**src/rtl/dense_shortest_path_core_defines.svh**
```systemverilog
// assertion macros shared by the shortest path core
`ifndef DENSE_SHORTEST_PATH_CORE_DEFINES_SVH
`define DENSE_SHORTEST_PATH_CORE_DEFINES_SVH

// consequent checked in the same cycle as the antecedent
`define DSP_ASSERT_SAME(label, clk, rst, ante, cons) \
   label: assert property (@(posedge clk) disable iff (rst) (ante) |-> (cons)) \
      else $error("dense_shortest_path_core: same-cycle check failed");

// consequent checked in the cycle after the antecedent
`define DSP_ASSERT_NEXT(label, clk, rst, ante, cons) \
   label: assert property (@(posedge clk) disable iff (rst) (ante) |=> (cons)) \
      else $error("dense_shortest_path_core: next-cycle check failed");

`endif

```
**src/rtl/dsp_pkg.sv**
```systemverilog
// shared types and constants of the shortest path core
package dsp_pkg;

   localparam int MAX_NODES_DEF = 64;
   localparam int IDX_W = 6;
   localparam int DIST_W = 28;
   localparam int CNT_W = 7;
   localparam int CSR_IDX_W = 2;
   localparam int CSR_DATA_W = 7;

   localparam logic [DIST_W-1:0] NO_EDGE = 28'hfffffff;

   localparam logic REQ_LOAD = 1'b0;
   localparam logic REQ_RUN = 1'b1;

   localparam logic [CSR_IDX_W-1:0] CSR_NODE_COUNT = 2'd0;
   localparam logic [CSR_IDX_W-1:0] CSR_SOURCE = 2'd1;

   typedef enum logic [2:0] {
      OP_NONE,
      OP_INIT,
      OP_CLEAR,
      OP_SCAN,
      OP_RELAX,
      OP_EMIT
   } dp_op_type;

   typedef struct packed {
      logic load;
      dp_op_type op;
      logic [IDX_W-1:0] idx;
      logic [IDX_W-1:0] src;
      logic last;
      logic ok;
   } dp_cmd_type;

   typedef struct packed {
      logic found;
   } dp_status_type;

   typedef struct packed {
      logic visited;
      logic pred_valid;
      logic [IDX_W-1:0] pred;
      logic [DIST_W-1:0] path_len;
   } node_entry_type;

endpackage

```
**src/rtl/dsp_ctrl.sv**
```systemverilog
// sequencer for loads, search passes and result emission
module dsp_ctrl #(
   parameter int MAX_NODES = dsp_pkg::MAX_NODES_DEF
) (
   input  logic                               clock,
   input  logic                               reset,
   input  logic                               start,
   input  logic                               req_op,
   output logic                               busy,
   input  logic                               csr_valid,
   output logic                               csr_ready,
   input  logic [dsp_pkg::CSR_IDX_W-1:0]      csr_index,
   input  logic [dsp_pkg::CSR_DATA_W-1:0]     csr_wdata,
   input  dsp_pkg::dp_status_type             status,
   output dsp_pkg::dp_cmd_type                cmd
);

   typedef enum logic [2:0] {
      S_IDLE,
      S_INIT,
      S_CLEAR,
      S_SCAN,
      S_WAIT,
      S_DECIDE,
      S_RELAX,
      S_EMIT
   } state_type;

   state_type state_ff, state_in;
   dsp_pkg::dp_op_type op_ff, op_in;
   logic [dsp_pkg::IDX_W-1:0] idx_ff, idx_in;
   logic [dsp_pkg::IDX_W-1:0] nlast_ff, nlast_in;
   logic [dsp_pkg::IDX_W-1:0] src_ff, src_in;
   logic last_ff, last_in;
   logic ok_ff, ok_in;
   logic busy_ff, busy_in;

   logic [dsp_pkg::CNT_W-1:0] node_count_ff;
   logic [dsp_pkg::IDX_W-1:0] source_ff;

   logic accept;
   logic idx_end;
   logic [dsp_pkg::CNT_W-1:0] n_eff;
   logic [dsp_pkg::IDX_W-1:0] n_eff_last;
   logic run_ok;

   assign accept = start && !busy_ff;
   assign idx_end = (idx_ff == nlast_ff);
   assign csr_ready = 1'b1;

   // clamp node count into 1..MAX_NODES
   always_comb begin
      if (node_count_ff == '0) begin
         n_eff = dsp_pkg::CNT_W'(1);
      end else if (node_count_ff > dsp_pkg::CNT_W'(MAX_NODES)) begin
         n_eff = dsp_pkg::CNT_W'(MAX_NODES);
      end else begin
         n_eff = node_count_ff;
      end
   end

   assign n_eff_last = dsp_pkg::IDX_W'(n_eff - dsp_pkg::CNT_W'(1));
   assign run_ok = ({1'b0, source_ff} < n_eff);

   always_ff @(posedge clock) begin
      if (reset) begin
         node_count_ff <= dsp_pkg::CNT_W'(64);
         source_ff <= '0;
      end else if (csr_valid && csr_ready) begin
         unique case (csr_index)
            dsp_pkg::CSR_NODE_COUNT: node_count_ff <= csr_wdata;
            dsp_pkg::CSR_SOURCE:     source_ff <= csr_wdata[dsp_pkg::IDX_W-1:0];
            default: ;
         endcase
      end
   end

   always_comb begin
      state_in = state_ff;
      op_in = dsp_pkg::OP_NONE;
      idx_in = idx_ff;
      nlast_in = nlast_ff;
      src_in = src_ff;
      last_in = 1'b0;
      ok_in = ok_ff;
      unique case (state_ff)
         S_IDLE: begin
            if (accept && req_op == dsp_pkg::REQ_RUN) begin
               nlast_in = n_eff_last;
               src_in = source_ff;
               ok_in = run_ok;
               idx_in = '0;
               if (run_ok) begin
                  state_in = S_INIT;
                  op_in = dsp_pkg::OP_INIT;
               end else begin
                  state_in = S_EMIT;
                  op_in = dsp_pkg::OP_EMIT;
                  last_in = (n_eff_last == '0);
               end
            end
         end
         S_INIT: begin
            if (idx_end) begin
               state_in = S_CLEAR;
               op_in = dsp_pkg::OP_CLEAR;
            end else begin
               idx_in = idx_ff + dsp_pkg::IDX_W'(1);
               op_in = dsp_pkg::OP_INIT;
            end
         end
         S_CLEAR: begin
            state_in = S_SCAN;
            op_in = dsp_pkg::OP_SCAN;
            idx_in = '0;
         end
         S_SCAN: begin
            if (idx_end) begin
               state_in = S_WAIT;
            end else begin
               idx_in = idx_ff + dsp_pkg::IDX_W'(1);
               op_in = dsp_pkg::OP_SCAN;
            end
         end
         S_WAIT: begin
            state_in = S_DECIDE;
         end
         S_DECIDE: begin
            idx_in = '0;
            if (status.found) begin
               state_in = S_RELAX;
               op_in = dsp_pkg::OP_RELAX;
            end else begin
               state_in = S_EMIT;
               op_in = dsp_pkg::OP_EMIT;
               last_in = (nlast_ff == '0);
            end
         end
         S_RELAX: begin
            if (idx_end) begin
               state_in = S_CLEAR;
               op_in = dsp_pkg::OP_CLEAR;
            end else begin
               idx_in = idx_ff + dsp_pkg::IDX_W'(1);
               op_in = dsp_pkg::OP_RELAX;
            end
         end
         S_EMIT: begin
            if (idx_end) begin
               state_in = S_IDLE;
            end else begin
               idx_in = idx_ff + dsp_pkg::IDX_W'(1);
               op_in = dsp_pkg::OP_EMIT;
               last_in = ((idx_ff + dsp_pkg::IDX_W'(1)) == nlast_ff);
            end
         end
         default: state_in = S_IDLE;
      endcase
      busy_in = (state_in != S_IDLE);
   end

   always_ff @(posedge clock) begin
      if (reset) begin
         state_ff <= S_IDLE;
         op_ff <= dsp_pkg::OP_NONE;
         busy_ff <= 1'b0;
         idx_ff <= '0;
         nlast_ff <= '0;
         src_ff <= '0;
         last_ff <= 1'b0;
         ok_ff <= 1'b0;
      end else begin
         state_ff <= state_in;
         op_ff <= op_in;
         busy_ff <= busy_in;
         idx_ff <= idx_in;
         nlast_ff <= nlast_in;
         src_ff <= src_in;
         last_ff <= last_in;
         ok_ff <= ok_in;
      end
   end

   assign busy = busy_ff;

   assign cmd = '{
      load: accept && (req_op == dsp_pkg::REQ_LOAD),
      op:   op_ff,
      idx:  idx_ff,
      src:  src_ff,
      last: last_ff,
      ok:   ok_ff
   };

endmodule

```
**config.mk**
```make
export PLATFORM = sky130hd
export DESIGN_NAME = dsp_ctrl
export DESIGN_NICKNAME = d
export VERILOG_FILES = /design/src/rtl/dense_shortest_path_core_defines.svh /design/src/rtl/dsp_pkg.sv /design/src/rtl/dsp_ctrl.sv
export SDC_FILE = /design/constraint.sdc
export NUM_CORES = 1
export LEC_CHECK = 0
export ABC_AREA = 0
export CAP_MARGIN = 25
export CORE_MARGIN = 2
export CORE_UTILIZATION = 50
export DETAILED_ROUTE_END_ITERATION = 10
export DONT_BUFFER_PORTS = 1
export PLACE_DENSITY = 0.68
export SLEW_MARGIN = 40
export SYNTH_ARGS = -nofsm -noshare
export SYNTH_HDL_FRONTEND = slang
export SYNTH_SLANG_ARGS = --single-unit
```
**constraint.sdc**
```tcl
create_clock -name clock -period 1.9 [get_ports clock]
set_input_delay 0.19 -clock clock [delete_from_list [all_inputs] [get_ports clock]]
set_output_delay 0.19 -clock clock [all_outputs]
set_load 0.05 [all_outputs]
```
# Word-level counts from Yosys, hierarchy flattened
# Index checks and enable logic that the tools add are counted.
# Widths: inputs -> output; s select.
[classes] bitwise_logic=1 eq_ne=12 n_addsub=2 order_cmp=2 mux=25 n_reduce_logical=18
[op_table] cell="$pmux 3 s7" count=2
[op_table] cell="$mux 3" count=9
[op_table] cell="$pmux 6 s3" count=1
[op_table] cell="$mux 7" count=2
[op_table] cell="$eq 3x3->1 const B" count=4
[op_table] cell="$eq 6x6->1" count=2
[op_table] cell="$logic_not 6->1" count=2
[op_table] cell="$mux 6" count=2
[op_table] cell="$gt 7x7->1 const B" count=1
[op_table] cell="$logic_not 7->1" count=1
[op_table] cell="$lt 6x7->1" count=1
[op_table] cell="$add 6x1->6 const B" count=1
[op_table] cell="$eq 3x2->1 const B" count=2
[op_table] cell="$mux 1" count=6
[op_table] cell="$reduce_and 2->1" count=3
[op_table] cell="$reduce_bool 3->1" count=2
[op_table] cell="$sub 6x1->6 const B" count=1
[op_table] cell="$mux 2" count=2
[op_table] cell="$ne 2x2->1 const B" count=2
[op_table] cell="$reduce_or 2->1" count=2
[op_table] cell="$reduce_or 4->1" count=1
[op_table] cell="$eq 3x1->1 const B" count=1
[op_table] cell="$logic_and 1x1->1" count=3
[op_table] cell="$logic_not 3->1" count=1
[op_table] cell="6 further kinds" count=6
[totals] wordCells=70 inputBits=15 out_inout_bits=20 reg_bits=40

# Depth between registers and ports, before layout
# Gate-level depths: netlist of run 1.
[depth] ltp_word=8 ltp_mapped=9 ltp_nobuf=9

# Least setup slack after synthesis of run 1
# OpenSTA, ideal clock, no wires.
[synth_path] path_kind="reg2reg" startpoint="register node_count_ff[2] in the netlist's numbering" endpoint="register last_ff" t_required_ps=1805 n_path_buf=0 setup_slack_ps=-128 setup_time_ps=95 stages_incl_launch_ff=10 synth_period_minus_slack_ps=2028 arrival_time_ps=1933 path_cell_list="dfxtp_1 -> nor3_1 -> a21oi_1 -> nor2_1 -> inv_1 -> ha_1 -> xor2_1 -> nand4b_1 -> or3_1 -> o311ai_1"
[synth_between] elab_chain_len=8 elab_cells_between_ends=10 cone_classes="add/sub (1); order compare (2); mux (5); reduce/logical (2)"
[synth_lines] element="from (decl)" line_no="dsp_ctrl.sv:38" source="logic [dsp_pkg::CNT_W-1:0] node_count_ff;"
[synth_lines] element="from (signal assigned)" line_no="dsp_ctrl.sv:67" source="node_count_ff <= dsp_pkg::CNT_W'(64);"
[synth_lines] element="from (signal assigned)" line_no="dsp_ctrl.sv:71" source="dsp_pkg::CSR_NODE_COUNT: node_count_ff <= csr_wdata;"
[synth_lines] element="$gt 7x7->1" line_no="dsp_ctrl.sv:55" source="end else if (node_count_ff > dsp_pkg::CNT_W'(MAX_NODES)) begin"
[synth_lines] element="$mux 7" line_no="dsp_ctrl.sv:55"
[synth_lines] element="$mux 7 *" line_no="dsp_ctrl.sv:53" source="if (node_count_ff == '0) begin"
[synth_lines] element="$sub 6x1->6 *" line_no="dsp_ctrl.sv:62" source="assign n_eff_last = dsp_pkg::IDX_W'(n_eff - dsp_pkg::CNT_W'(1));"
[synth_lines] element="named net n_eff_last (one bit)" line_no="dsp_ctrl.sv:44" source="logic [dsp_pkg::IDX_W-1:0] n_eff_last;"
[synth_lines] element="$logic_not 6->1 *" line_no="dsp_ctrl.sv:99" source="last_in = (n_eff_last == '0);"
[synth_lines] element="$mux 1 *" line_no="dsp_ctrl.sv:93" source="if (run_ok) begin"
[synth_lines] element="$mux 1 *" line_no="dsp_ctrl.sv:88" source="if (accept && req_op == dsp_pkg::REQ_RUN) begin"
[synth_lines] element="$pmux 1 s3 *" line_no="dsp_ctrl.sv:86" source="unique case (state_ff)"
[synth_lines] element="to (signal assigned)" line_no="dsp_ctrl.sv:179" source="last_ff <= last_in;"
[synth_lines] element="to (decl)" line_no="dsp_ctrl.sv:34" source="logic last_ff, last_in;"
# Mark *: on every way through the listed nets, which the timed path passes. The rest lies on a longest branch.
# A chain may end at the register's enable or synchronous reset.

# Final worst setup path of run 1
[layout_path] startpoint="register node_count_ff[3] in the netlist's numbering" endpoint="register last_ff"
# The elaborated chain is that of the path after synthesis.

==> report_table.html, run 1 <==
<table>
<tr><th>Metric</th><th>Value</th></tr>
<tr><th colspan="2">Pwr</th></tr>
<tr><td>Worst vdd rail ir drop</td><td>0.429 mV</td></tr>
<tr><td>Static power due to leakage</td><td>0.00108 µW</td></tr>
<tr><td>Power density normalized to cell area</td><td>1070 nW/µm²</td></tr>
<tr><th colspan="2">Setup path</th></tr>
<tr><td>Critical path, cell by cell</td><td>nor3_4, a21oi_2, nor2_1, inv_1, ha_2, xor2_2, nand4b_1, or3_1, o311ai_1</td></tr>
<tr><td>WP data required</td><td>2.10 ns</td></tr>
<tr><td>Kind of end point of the critical path</td><td>register</td></tr>
<tr><td>Critical path capture point</td><td>last_ff</td></tr>
<tr><td>Stages on worst setup path</td><td>9</td></tr>
<tr><td>Start point of the critical path</td><td>node_count_ff[3]</td></tr>
<tr><td>CP Class</td><td>reg2reg</td></tr>
<tr><td>Delay of the slowest cell on the worst path</td><td>0.37 ns</td></tr>
<tr><td>Startpoint of the worst register-to-register path</td><td>node_count_ff[3]</td></tr>
<tr><td>Data arrival time of the critical path</td><td>2.09 ns</td></tr>
<tr><td>Worst Reg2Reg Path Length in Cells</td><td>9</td></tr>
<tr><td>Startpoint types</td><td>register</td></tr>
<tr><td>Register-to-register setup slack</td><td>0.01 ns</td></tr>
<tr><td>Critical-path cell with the highest stage delay</td><td>dfxtp_4</td></tr>
<tr><td>WP buf/inv</td><td>1</td></tr>
<tr><td>Largest fanout on the critical path</td><td>4</td></tr>
<tr><td>Worst reg2reg endpoint</td><td>last_ff</td></tr>
<tr><td>Dominant delay contributor by cell family on the critical path</td><td>simple AND/OR/NAND/NOR gates</td></tr>
<tr><th colspan="2">STA</th></tr>
<tr><td>Worst clock skew</td><td>0.00906 ns</td></tr>
<tr><td>Number of endpoints with negative hold slack in the final report</td><td>0</td></tr>
<tr><td>Peak Freq</td><td>530 MHz</td></tr>
<tr><td>Setup repair after global routing missed its margin</td><td>true</td></tr>
<tr><td>Final slew viol count</td><td>0</td></tr>
<tr><td>Max-slew headroom at the worst pin</td><td>0.629</td></tr>
<tr><td>Worst Tran Pin Value</td><td>0.552 ns</td></tr>
<tr><td>Final-report setup violation count</td><td>0</td></tr>
<tr><td>Setup tns final</td><td>0 ns</td></tr>
<tr><td>Final Critical Period</td><td>1.89 ns</td></tr>
<tr><td>Share of the cycle needed by the critical path after routing</td><td>0.992</td></tr>
<tr><th colspan="2">Logic synthesis</th></tr>
<tr><td>Total of flip-flops plus latches after synthesis</td><td>40</td></tr>
<tr><td>Post-synthesis net count</td><td>291</td></tr>
<tr><td>Area share of the largest cell type after synthesis</td><td>0.356</td></tr>
<tr><td>Top post-synthesis cells by area</td><td>dfxtp_1 (36%), nand2_1 (5.8%), mux2i_1 (5.8%)</td></tr>
<tr><td>Cell type with the largest total area after synthesis</td><td>dfxtp_1</td></tr>
<tr><td>Ys Warns</td><td>0</td></tr>
<tr><td>Mapped Avg Cell Area</td><td>8.40 µm²</td></tr>
<tr><td>Predominant post-synthesis flop cell</td><td>dfxtp_1</td></tr>
<tr><td>Synthesized cell area</td><td>2250 µm²</td></tr>
<tr><td>Post-Synthesis Cells</td><td>268</td></tr>
<tr><td>Portion of the post-synthesis area used by sequential elements</td><td>0.356</td></tr>
<tr><td>Number of enable-type register cells in the synthesized netlist</td><td>0</td></tr>
<tr><td>Share of flip-flops with an asynchronous set or reset after synthesis</td><td>0</td></tr>
<tr><td>Synth unique cells</td><td>60</td></tr>
<tr><th colspan="2">Final layout</th></tr>
<tr><td>Synthesis-to-finish area growth</td><td>20.5%</td></tr>
<tr><td>Number of diodes added for antenna fixing</td><td>0</td></tr>
<tr><td>Sequential cell area</td><td>817 µm²</td></tr>
<tr><td>Most frequent standard cell in the layout excluding fill and tap cells</td><td>buf_4</td></tr>
<tr><td>Highest-count cells in the layout ignoring fill and taps</td><td>buf_4 (36), nand2_1 (34), dfxtp_1 (29), nor2_1 (23), a21oi_1 (20)</td></tr>
<tr><td>Layout Nets</td><td>317</td></tr>
<tr><td>Fraction of layout instances using a drive strength above 1</td><td>0.275</td></tr>
<tr><td>Post-route cell area</td><td>2710 µm²</td></tr>
<tr><td>Multi-input gate area</td><td>1410 µm²</td></tr>
<tr><td>Fillcell total</td><td>384</td></tr>
<tr><th colspan="2">Global route</th></tr>
<tr><td>Total Routing Usage GR</td><td>0.223</td></tr>
<tr><td>Met2 routing resource usage after global routing</td><td>0.379</td></tr>
<tr><td>Met1 layer usage reported by global route</td><td>0.268</td></tr>
<tr><td>Most utilized layer in the global route result</td><td>met2</td></tr>
<tr><td>Global-route wire length before repair</td><td>8930 µm</td></tr>
<tr><td>Met3 demand-to-capacity share in global routing</td><td>0.0613</td></tr>
<tr><td>Vias in the first global route</td><td>1,946</td></tr>
<tr><td>Largest net degree at the start of global routing</td><td>31</td></tr>
<tr><td>Number of antenna violations at the first check in global routing</td><td>0</td></tr>
<tr><td>Total gr overflow</td><td>0</td></tr>
<tr><th colspan="2">Place</th></tr>
<tr><td>GP Congestion</td><td>0.845</td></tr>
<tr><td>Post-detail-place hpwl</td><td>3950 µm</td></tr>
<tr><td># port buffers</td><td>0</td></tr>
<tr><td>Placed inst area</td><td>2470 µm²</td></tr>
<tr><th colspan="2">Floorplan</th></tr>
<tr><td>Floorplan die width</td><td>71.1 µm</td></tr>
<tr><td>Num ports</td><td>35</td></tr>
<tr><td>Initial Utilization</td><td>0.517</td></tr>
<tr><td>Die area</td><td>5060 µm²</td></tr>
<tr><td>Core Box Area</td><td>4350 µm²</td></tr>
<tr><td>Height of the die</td><td>71.1 µm</td></tr>
<tr><td>Number of rows created at floorplan</td><td>24</td></tr>
<tr><th colspan="2">Flow run</th></tr>
<tr><td>Total of max-cap violations</td><td>0</td></tr>
<tr><th colspan="2">Routing</th></tr>
<tr><td>Via Count</td><td>2,023</td></tr>
<tr><td>Total Routed Length</td><td>5360 µm</td></tr>
<tr><td>DR iter-0 viols</td><td>70</td></tr>
<tr><td>DR vias/cell</td><td>5.83</td></tr>
<tr><td>Remaining antenna violation count after routing</td><td>0</td></tr>
<tr><td>Drc violations</td><td>0</td></tr>
<tr><td>Routed length per instance</td><td>15.4 µm</td></tr>
<tr><td>Detailed-router iteration count before antenna repair</td><td>4</td></tr>
<tr><th colspan="2">CTS</th></tr>
<tr><td>Clock edge transition at the registers on the reported setup and hold paths</td><td>0.09 ns</td></tr>
<tr><td>TritonCTS clock tree</td><td>done</td></tr>
<tr><td>Clock latency at the later pin of the worst-skew pair</td><td>0.30 ns</td></tr>
<tr><td>Clock sink count</td><td>40</td></tr>
<tr><td>Clock buffers created by TritonCTS</td><td>5</td></tr>
<tr><td>Root cell of the clock tree</td><td>clkbuf_8</td></tr>
<tr><td>Maximum level of the CTS H-tree</td><td>2</td></tr>
<tr><td>Maximum number of buffers from clock root to sink</td><td>2</td></tr>
<tr><th colspan="2">Status</th></tr>
<tr><td>Result of the run</td><td>complete, no violations</td></tr>
<tr><th colspan="2">Min path</th></tr>
<tr><td>Type of the tightest min-delay check</td><td>in2reg</td></tr>
</table>
[worst min path at each step]
stage	cells after the start	startpoint	slack [ns]	endpoint
floorplan	1	csr_wdata[6]	0.31	node_count_ff[6]
global placement	1	reset	0.27	nlast_ff[1]
detailed placement	1	reset	0.27	nlast_ff[1]
CTS	1	csr_wdata[6]	0.0001	node_count_ff[6]
global route	2	csr_wdata[3]	0.02	source_ff[3]
finish	2	csr_wdata[4]	0.03	source_ff[4]
[logic make-up (layout without fill, tap and decap cells)]
kind of cell | Yosys count | after routing | synth area share
AND/OR/NAND/NOR | 105 | 105 | 0.232
multiplexers | 13 | 13 | 0.0578
AO/OA/AOI/OAI | 68 | 68 | 0.211
XOR/XNOR | 10 | 10 | 0.0422
adder cells (fa/ha/maj) | 8 | 8 | 0.0444
buffers and inverters | 23 | 50 | 0.0555
other | 1 | 1 | 0.00167
flip-flops | 40 | 40 | 0.356
[timing repair]
action / CTS / global route
endpoints found under the hold margin: 30 / 1
pin swaps: 4 / 5
setup buffers: 1 / 3
endpoints found under the setup margin: 5 / 10
hold buffers: 1 / 1
gates resized for setup: 8 / 15
[synthesized netlist by cell type (all sizes together), types with 2 or more instances]
master	count
nor4	3
nand2b	3
ha	8
nor2	25
and3	2
a211oi	5
or2	2
o31ai	3
and4	2
a21oi	21
nand4b	3
mux2i	13
nor3b	3
o21ai	13
xnor2	5
buf	12
or3	3
xor2	5
a31oi	3
nand3b	3
clkbuf	7
dfxtp	40
nand4	2
a21o	4
a2111o	3
nand3	8
nand2	35
inv	4
nor3	7
o31a	2
[through the flow]
| stage | instances | power (µW) | hold WS, ns | utilization | setup WS [ns] |
|---|---|---|---|---|---|
| global route | 347 | 3080 | 0.0155 | 0.623 | -0.130 |
| CTS | 343 | 2860 | 0.000129 | 0.604 | -0.0837 |
| finish | 347 | 2900 | 0.0346 | 0.623 | 0.0148 |
| detailed placement | 333 | 2130 | 0.269 | 0.567 | -0.0887 |
| floorplan | 268 | 1930 | 0.308 | - | -0.0232 |
| global placement | 333 | 2110 | 0.268 | 0.567 | -0.0384 |
[registers in the layout, indices dropped and copies added, names as in the netlist]
name	count
idx_ff	6
busy	1
last_ff	1
nlast_ff	6
state_ff	3
ok_ff	1
op_ff	3
source_ff	6
src_ff	6
node_count_ff	7
[worst register-to-register path, stage by stage, from the launching register on]
cell	delay, ns
dfxtp_4	0.37
nor3_4	0.19
a21oi_2	0.07
nor2_1	0.13
inv_1	0.06
ha_2	0.20
xor2_2	0.14
nand4b_1	0.10
or3_1	0.32
o311ai_1	0.22
[cell type report]
cell class	count	area share
inverters	4	0.00645
repair buffers	38	0.105
well taps	52	0.0240
clock inverters	3	0.0171
multi-input cells	205	0.521
clock buffers	5	0.0254
flip-flops and latches	40	0.301
[metal layers]
metal	vias up	share of wire
met5	-	0
met4	0	0.013
met3	7	0.051
met2	45	0.50
met1	951	0.43
li1	1020	-
[power by group]
group	switching, µW	internal [µW]	total [µW]	leakage (µW)
registers	171	938	1110	0.000330
clock network	314	396	709	0.0000548
logic	655	427	1080	0.000694
total	1140	1760	2900	0.00108
(Power assumes the default switching activity.)
==> run 2, diff against run 1 <==
Settings changed: CTS_BUF_LIST set to sky130_fd_sc_hd__clkbuf_4.
==> run 2 against run 1 <==
Clock skew rose by 0.0032 ns. Sequential share of layout area shrank 0.37 points. Total power down 3.9%. Worst setup slack got worse by 0.0022 ns. Sequential cell count unchanged. Register-to-register slack is essentially flat. Count of clock-buffer cells in the layout is the same. Design area rose by 1.4%. Global-route usage increased by 0.14 points. Wire length down 0.26%. Critical endpoint unchanged. Largest cell class unchanged.
==> report_table.html, run 2 (synthesis gave the netlist of run 1 again) <==
<table>
<tr><th>Metric</th><th>Value</th></tr>
<tr><th colspan="2">STA</th></tr>
<tr><td>Share of the cycle needed by the critical path after routing</td><td>0.993</td></tr>
<tr><td>Setup tns final</td><td>0 ns</td></tr>
<tr><td>Final slew viol count</td><td>0</td></tr>
<tr><td>Final Critical Period</td><td>1.89 ns</td></tr>
<tr><td>Max-slew headroom at the worst pin</td><td>0.629</td></tr>
<tr><td>Final-report setup violation count</td><td>0</td></tr>
<tr><td>Worst Tran Pin Value</td><td>0.552 ns</td></tr>
<tr><td>Number of endpoints with negative hold slack in the final report</td><td>0</td></tr>
<tr><td>Worst clock skew</td><td>0.0122 ns</td></tr>
<tr><td>Setup repair after global routing missed its margin</td><td>true</td></tr>
<tr><td>Peak Freq</td><td>530 MHz</td></tr>
<tr><th colspan="2">Routing</th></tr>
<tr><td>Drc violations</td><td>0</td></tr>
<tr><td>Total Routed Length</td><td>5340 µm</td></tr>
<tr><td>DR vias/cell</td><td>5.75</td></tr>
<tr><td>Routed length per instance</td><td>15.1 µm</td></tr>
<tr><td>DR iter-0 viols</td><td>115</td></tr>
<tr><td>Remaining antenna violation count after routing</td><td>0</td></tr>
<tr><td>Via Count</td><td>2,034</td></tr>
<tr><td>Detailed-router iteration count before antenna repair</td><td>4</td></tr>
<tr><th colspan="2">Floorplan</th></tr>
<tr><td>Initial Utilization</td><td>0.517</td></tr>
<tr><td>Num ports</td><td>35</td></tr>
<tr><td>Die area</td><td>5060 µm²</td></tr>
<tr><td>Core Box Area</td><td>4350 µm²</td></tr>
<tr><td>Height of the die</td><td>71.1 µm</td></tr>
<tr><td>Number of rows created at floorplan</td><td>24</td></tr>
<tr><td>Floorplan die width</td><td>71.1 µm</td></tr>
<tr><th colspan="2">Min path</th></tr>
<tr><td>Type of the tightest min-delay check</td><td>in2reg</td></tr>
<tr><th colspan="2">Global route</th></tr>
<tr><td>Vias in the first global route</td><td>1,977</td></tr>
<tr><td>Global-route wire length before repair</td><td>9050 µm</td></tr>
<tr><td>Largest net degree at the start of global routing</td><td>33</td></tr>
<tr><td>Total gr overflow</td><td>0</td></tr>
<tr><td>Number of antenna violations at the first check in global routing</td><td>0</td></tr>
<tr><td>Total Routing Usage GR</td><td>0.224</td></tr>
<tr><th colspan="2">CTS</th></tr>
<tr><td>Maximum level of the CTS H-tree</td><td>2</td></tr>
<tr><td>Clock edge transition at the registers on the reported setup and hold paths</td><td>0.12 ns</td></tr>
<tr><td>TritonCTS clock tree</td><td>done</td></tr>
<tr><td>Clock sink count</td><td>40</td></tr>
<tr><td>Root cell of the clock tree</td><td>clkbuf_4</td></tr>
<tr><td>Clock latency at the later pin of the worst-skew pair</td><td>0.36 ns</td></tr>
<tr><td>Maximum number of buffers from clock root to sink</td><td>2</td></tr>
<tr><td>Clock buffers created by TritonCTS</td><td>5</td></tr>
<tr><th colspan="2">Setup path</th></tr>
<tr><td>Startpoint of the worst register-to-register path</td><td>node_count_ff[3]</td></tr>
<tr><td>Data arrival time of the critical path</td><td>2.16 ns</td></tr>
<tr><td>Start point of the critical path</td><td>node_count_ff[3]</td></tr>
<tr><td>WP buf/inv</td><td>1</td></tr>
<tr><td>Kind of end point of the critical path</td><td>register</td></tr>
<tr><td>Register-to-register setup slack</td><td>0.01 ns</td></tr>
<tr><td>Critical path capture point</td><td>last_ff</td></tr>
<tr><td>Stages on worst setup path</td><td>9</td></tr>
<tr><td>Worst reg2reg endpoint</td><td>last_ff</td></tr>
<tr><td>CP Class</td><td>reg2reg</td></tr>
<tr><td>Dominant delay contributor by cell family on the critical path</td><td>simple AND/OR/NAND/NOR gates</td></tr>
<tr><td>WP data required</td><td>2.17 ns</td></tr>
<tr><td>Worst Reg2Reg Path Length in Cells</td><td>9</td></tr>
<tr><td>Critical path, cell by cell</td><td>nor3_4, a21oi_2, nor2_1, inv_1, ha_2, xor2_2, nand4b_1, or3_1, o311ai_1</td></tr>
<tr><td>Critical-path cell with the highest stage delay</td><td>dfxtp_2</td></tr>
<tr><td>Largest fanout on the critical path</td><td>4</td></tr>
<tr><td>Delay of the slowest cell on the worst path</td><td>0.37 ns</td></tr>
<tr><td>Startpoint types</td><td>register</td></tr>
<tr><th colspan="2">Final layout</th></tr>
<tr><td>Non-filler cells in the finished layout</td><td>354</td></tr>
<tr><td>Flip-flop count of the largest register, all copies and words added</td><td>7</td></tr>
<tr><td>Highest-count cells in the layout ignoring fill and taps</td><td>buf_4 (37), nand2_1 (34), dfxtp_1 (28), nor2_1 (23), a21oi_1 (20)</td></tr>
<tr><td>Final standard cell utilization of the core</td><td>0.632</td></tr>
<tr><td>Fraction of layout instances using a drive strength above 1</td><td>0.275</td></tr>
<tr><td>Most frequent standard cell in the layout excluding fill and tap cells</td><td>buf_4</td></tr>
<tr><td>Largest register by flop count</td><td>node_count_ff</td></tr>
<tr><td>Number of diodes added for antenna fixing</td><td>0</td></tr>
<tr><td>Synthesis-to-finish area growth</td><td>22.2%</td></tr>
<tr><td>Layout Nets</td><td>324</td></tr>
<tr><th colspan="2">Place</th></tr>
<tr><td># port buffers</td><td>0</td></tr>
<tr><td>GP Congestion</td><td>0.845</td></tr>
<tr><td>Number of cells in the design after placement</td><td>333</td></tr>
<tr><td>Post-detail-place hpwl</td><td>3950 µm</td></tr>
<tr><th colspan="2">Pwr</th></tr>
<tr><td>Worst vdd rail ir drop</td><td>0.490 mV</td></tr>
<tr><td>Static power due to leakage</td><td>0.00110 µW</td></tr>
<tr><td>Power density normalized to cell area</td><td>1010 nW/µm²</td></tr>
<tr><th colspan="2">Status</th></tr>
<tr><td>Result of the run</td><td>complete, no violations</td></tr>
<tr><th colspan="2">Flow run</th></tr>
<tr><td>Total of max-cap violations</td><td>0</td></tr>
</table>
-- run 2: cell count changes in the layout (fill, tap and decap cells not counted), sizes merged --
cell / previous run / this run
dlygate4sd3: 1 / 7
buf: 37 / 38
-- run 2: worst min-delay path, cell delays in order --
cell	delay (ns)
a21oi_1	0.02
o221ai_1	0.07
a31oi_1	0.05
-- run 2: through the flow --
step	worst slack, ns	total power [µW]	cell area (µm²)	hold slack, ns
after floorplan	-0.0232	1930	2270	0.308
after global placement	-0.0384	2110	2470	0.268
after detailed placement	-0.0887	2130	2470	0.269
after CTS	-0.0586	2740	2660	0.0166
after global routing	-0.129	2970	2750	0.0555
final	0.0126	2790	2750	0.0260
-- run 2: timing repair --
action                     in CTS  in global routing
hold endpoints to repair       32                  0
setup endpoints to repair       5                 11
gates resized for setup         5                 19
pin swaps                       3                  6
hold buffers                    8                  0
buffers inserted                2                  3
-- run 2: power breakdown --
part	total (µW)	leakage (µW)	internal, µW	switching (µW)
sequential	1110	0.000331	939	171
combinational	1100	0.000725	436	660
clock	580	0.0000418	281	299
-- run 2: worst min path at each step --
stage / start / end / slack [ns] / cells past startpoint
after global placement: reset / nlast_ff[1] / 0.27 / 1
after global routing: reset / state_ff[0] / 0.06 / 3
after floorplan: csr_wdata[6] / node_count_ff[6] / 0.31 / 1
final: reset / state_ff[0] / 0.03 / 3
after detailed placement: reset / nlast_ff[1] / 0.27 / 1
after CTS: reset / state_ff[0] / 0.02 / 3
-- run 2: layout make-up --
type | count | area, µm²
fill | 376 | 1600
clock inverter | 3 | 46.3
timing repair buffer | 45 | 353
tap | 52 | 65.1
sequential | 40 | 818
multi-input combinational | 205 | 1410
clock buffer | 5 | 37.5
inverter | 4 | 17.5
-- run 2: per-layer routing --
metal,share of wire,track usage
met1,0.44,0.268
met2,0.50,0.389
met3,0.046,0.0556
met4,0.017,0.0818
met5,0,0
==> run 3, diff against run 2 <==
Settings changed: CAP_MARGIN 25 to 10, CTS_BUF_LIST sky130_fd_sc_hd__clkbuf_4 to not set, GPL_TIMING_DRIVEN set to 0.
==> run 3 against run 2 <==
The run now ends with negative setup slack left. Clock power grew 24%. Maximum frequency is 1.6% lower. Worst hold slack got worse by 0.014 ns. Worst setup slack got worse by 0.031 ns. Design area rose by 1.1%. Critical path depth did not move. Utilization increased by 0.72 points. Count of clock-buffer cells in the layout unchanged. Via count decreased by 1.2%. First-iteration DRC count rose by 21%. Global-route usage is 1.1 points lower. Combinational power shrank 5%.
==> report_table.html, run 3 (synthesis gave the netlist of run 1 again) <==
<table>
<tr><th>Metric</th><th>Value</th></tr>
<tr><th colspan="2">CTS</th></tr>
<tr><td>Maximum number of buffers from clock root to sink</td><td>2</td></tr>
<tr><td>Clock latency at the later pin of the worst-skew pair</td><td>0.30 ns</td></tr>
<tr><td>TritonCTS clock tree</td><td>done</td></tr>
<tr><td>Root cell of the clock tree</td><td>clkbuf_8</td></tr>
<tr><td>Clock edge transition at the registers on the reported setup and hold paths</td><td>0.08 ns</td></tr>
<tr><td>Hold bufs inserted after CTS</td><td>0</td></tr>
<tr><td>Clock sink count</td><td>40</td></tr>
<tr><td>Maximum level of the CTS H-tree</td><td>2</td></tr>
<tr><td>Clock buffers created by TritonCTS</td><td>5</td></tr>
<tr><th colspan="2">Global route</th></tr>
<tr><td>Total gr overflow</td><td>0</td></tr>
<tr><td>Largest net degree at the start of global routing</td><td>15</td></tr>
<tr><td>Total Routing Usage GR</td><td>0.213</td></tr>
<tr><td>Vias in the first global route</td><td>1,881</td></tr>
<tr><td>Number of antenna violations at the first check in global routing</td><td>0</td></tr>
<tr><td>Global-route wire length before repair</td><td>8650 µm</td></tr>
<tr><th colspan="2">Min path</th></tr>
<tr><td>Type of the tightest min-delay check</td><td>in2reg</td></tr>
<tr><th colspan="2">STA</th></tr>
<tr><td>Setup repair after global routing missed its margin</td><td>true</td></tr>
<tr><td>Worst clock skew</td><td>0.0101 ns</td></tr>
<tr><td>Final slew viol count</td><td>0</td></tr>
<tr><td>Final Critical Period</td><td>1.92 ns</td></tr>
<tr><td>Final-report setup violation count</td><td>1</td></tr>
<tr><td>Number of endpoints with negative hold slack in the final report</td><td>0</td></tr>
<tr><td>Share of the cycle needed by the critical path after routing</td><td>1.01</td></tr>
<tr><td>Max-slew headroom at the worst pin</td><td>0.440</td></tr>
<tr><td>Setup slack after layout</td><td>-0.0183 ns</td></tr>
<tr><td>Worst Tran Pin Value</td><td>0.836 ns</td></tr>
<tr><td>Peak Freq</td><td>521 MHz</td></tr>
<tr><th colspan="2">Pwr</th></tr>
<tr><td>Worst vdd rail ir drop</td><td>0.570 mV</td></tr>
<tr><td>Proportion of power drawn by combinational gates</td><td>0.353</td></tr>
<tr><td>Part of the power in registers</td><td>0.402</td></tr>
<tr><td>Static power due to leakage</td><td>0.00105 µW</td></tr>
<tr><td>Switching share of power</td><td>0.401</td></tr>
<tr><td>Clock network fraction of design power</td><td>0.244</td></tr>
<tr><td>Power density normalized to cell area</td><td>1060 nW/µm²</td></tr>
<tr><td>Internal power</td><td>1760 µW</td></tr>
<tr><td>Total power of the final layout</td><td>2940 µW</td></tr>
<tr><td>P_sw</td><td>1180 µW</td></tr>
<tr><th colspan="2">Final layout</th></tr>
<tr><td>Flip-flop count of the largest register, all copies and words added</td><td>7</td></tr>
<tr><td>Non-filler cells in the finished layout</td><td>340</td></tr>
<tr><td>Number of diodes added for antenna fixing</td><td>0</td></tr>
<tr><td>Fillcell total</td><td>344</td></tr>
<tr><td>Fraction of layout instances using a drive strength above 1</td><td>0.267</td></tr>
<tr><td>Most frequent standard cell in the layout excluding fill and tap cells</td><td>nand2_1</td></tr>
<tr><td>Synthesis-to-finish area growth</td><td>23.6%</td></tr>
<tr><td>Layout Nets</td><td>310</td></tr>
<tr><td>Highest-count cells in the layout ignoring fill and taps</td><td>nand2_1 (34), dfxtp_1 (27), nor2_1 (22), a21oi_1 (19), buf_4 (14)</td></tr>
<tr><td>Largest register by flop count</td><td>node_count_ff</td></tr>
<tr><th colspan="2">Setup path</th></tr>
<tr><td>Delay of the slowest cell on the worst path</td><td>0.37 ns</td></tr>
<tr><td>Largest fanout on the critical path</td><td>3</td></tr>
<tr><td>WP data required</td><td>2.11 ns</td></tr>
<tr><td>Critical path, cell by cell</td><td>nor3_4, a21oi_2, nor2_2, inv_1, ha_2, xor2_2, nand4b_1, or3_4, o311ai_2</td></tr>
<tr><td>Data arrival time of the critical path</td><td>2.13 ns</td></tr>
<tr><td>Startpoint types</td><td>register</td></tr>
<tr><td>CP Class</td><td>reg2reg</td></tr>
<tr><td>Critical-path cell with the highest stage delay</td><td>dfxtp_4</td></tr>
<tr><td>Kind of end point of the critical path</td><td>register</td></tr>
<tr><th colspan="2">Place</th></tr>
<tr><td>GP Congestion</td><td>0.873</td></tr>
<tr><td>Post-detail-place hpwl</td><td>3930 µm</td></tr>
<tr><td># port buffers</td><td>0</td></tr>
<tr><td>Number of cells in the design after placement</td><td>320</td></tr>
<tr><th colspan="2">Floorplan</th></tr>
<tr><td>Initial Utilization</td><td>0.517</td></tr>
<tr><td>Core Box Area</td><td>4350 µm²</td></tr>
<tr><td>Die area</td><td>5060 µm²</td></tr>
<tr><td>Floorplan die width</td><td>71.1 µm</td></tr>
<tr><td>Height of the die</td><td>71.1 µm</td></tr>
<tr><td>Number of rows created at floorplan</td><td>24</td></tr>
<tr><td>Num ports</td><td>35</td></tr>
<tr><th colspan="2">Routing</th></tr>
<tr><td>Remaining antenna violation count after routing</td><td>0</td></tr>
<tr><td>Via Count</td><td>2,010</td></tr>
<tr><td>Drc violations</td><td>0</td></tr>
<tr><td>DR iter-0 viols</td><td>139</td></tr>
<tr><td>Routed length per instance</td><td>15.9 µm</td></tr>
<tr><td>Detailed-router iteration count before antenna repair</td><td>4</td></tr>
<tr><td>Total Routed Length</td><td>5410 µm</td></tr>
<tr><td>DR vias/cell</td><td>5.91</td></tr>
<tr><th colspan="2">Flow run</th></tr>
<tr><td>Total of max-cap violations</td><td>0</td></tr>
<tr><th colspan="2">Status</th></tr>
<tr><td>Violations in the final reports</td><td>negative setup slack</td></tr>
<tr><td>Result of the run</td><td>finished, violations left</td></tr>
</table>
## run 3: power by group through the flow
stage	Combinational (µW)	Clock [µW]	Sequential, µW
after CTS	979	739	1180
after global placement	913	0	1190
final	1040	719	1180
after global routing	1140	766	1190
after floorplan	761	0	1160
after detailed placement	927	0	1200
## run 3: final cells by class
class	count	area, µm²	share of cell area
multi-input cells	205	1520	0.545
clock buffers	5	68.8	0.0247
clock inverters	3	46.3	0.0166
well taps	52	65.1	0.0234
inverters	4	20.0	0.00719
repair buffers	12	103	0.0369
plain buffers	19	123	0.0441
flip-flops and latches	40	842	0.303
## run 3: critical path, delay by kind of cell, from the launching register on
family                     cells  cell delay [ns]
AOI/OAI and AO/OA              2             0.29
adders and majority gates      1             0.20
and+or+nand+nor                4             0.76
xor gates and xnor gates       1             0.16
buffers and inverters          1             0.05
DFF                            1             0.37
## run 3: timing repair
action                     in CTS  in global routing
setup buffers                   5                  7
resized for setup              25                 31
pin swaps                       6                 10
hold endpoints to repair        0                  0
setup endpoints to repair      22                 13
gates cloned                    0                  0
## run 3: through the flow
step                      instance area, µm²  hold slack, ns  TNS (ns)  setup WS (ns)   util
final                                   2780          0.0124   -0.0183        -0.0183  0.639
after global routing                    2780          0.0100    -0.470         -0.122  0.639
after CTS                               2570         0.00258    -0.164        -0.0660  0.590
after detailed placement                2340           0.312     -2.33         -0.326  0.537
after global placement                  2330           0.310     -2.47         -0.355  0.536
after floorplan                         2270           0.308   -0.0232        -0.0232      -
## run 3: worst paths after layout
path,startpoint,end,slack (ns),depth (start not counted)
hold reg to reg,ok_ff,ok_ff,0.47,2
setup / recovery,node_count_ff[2],last_ff,-0.02,9
hold / removal,csr_wdata[6],node_count_ff[6],0.01,1
setup reg to reg,node_count_ff[2],last_ff,-0.02,9
## run 3: metal layers
layer	share of wire	track usage	wire length (µm)	up-vias
li1	-	-	-	1009
met2	0.52	0.385	2820	57
met3	0.060	0.0499	325	7
met5	0	0	0	-
met4	0.014	0.0650	78	0
met1	0.41	0.250	2190	937
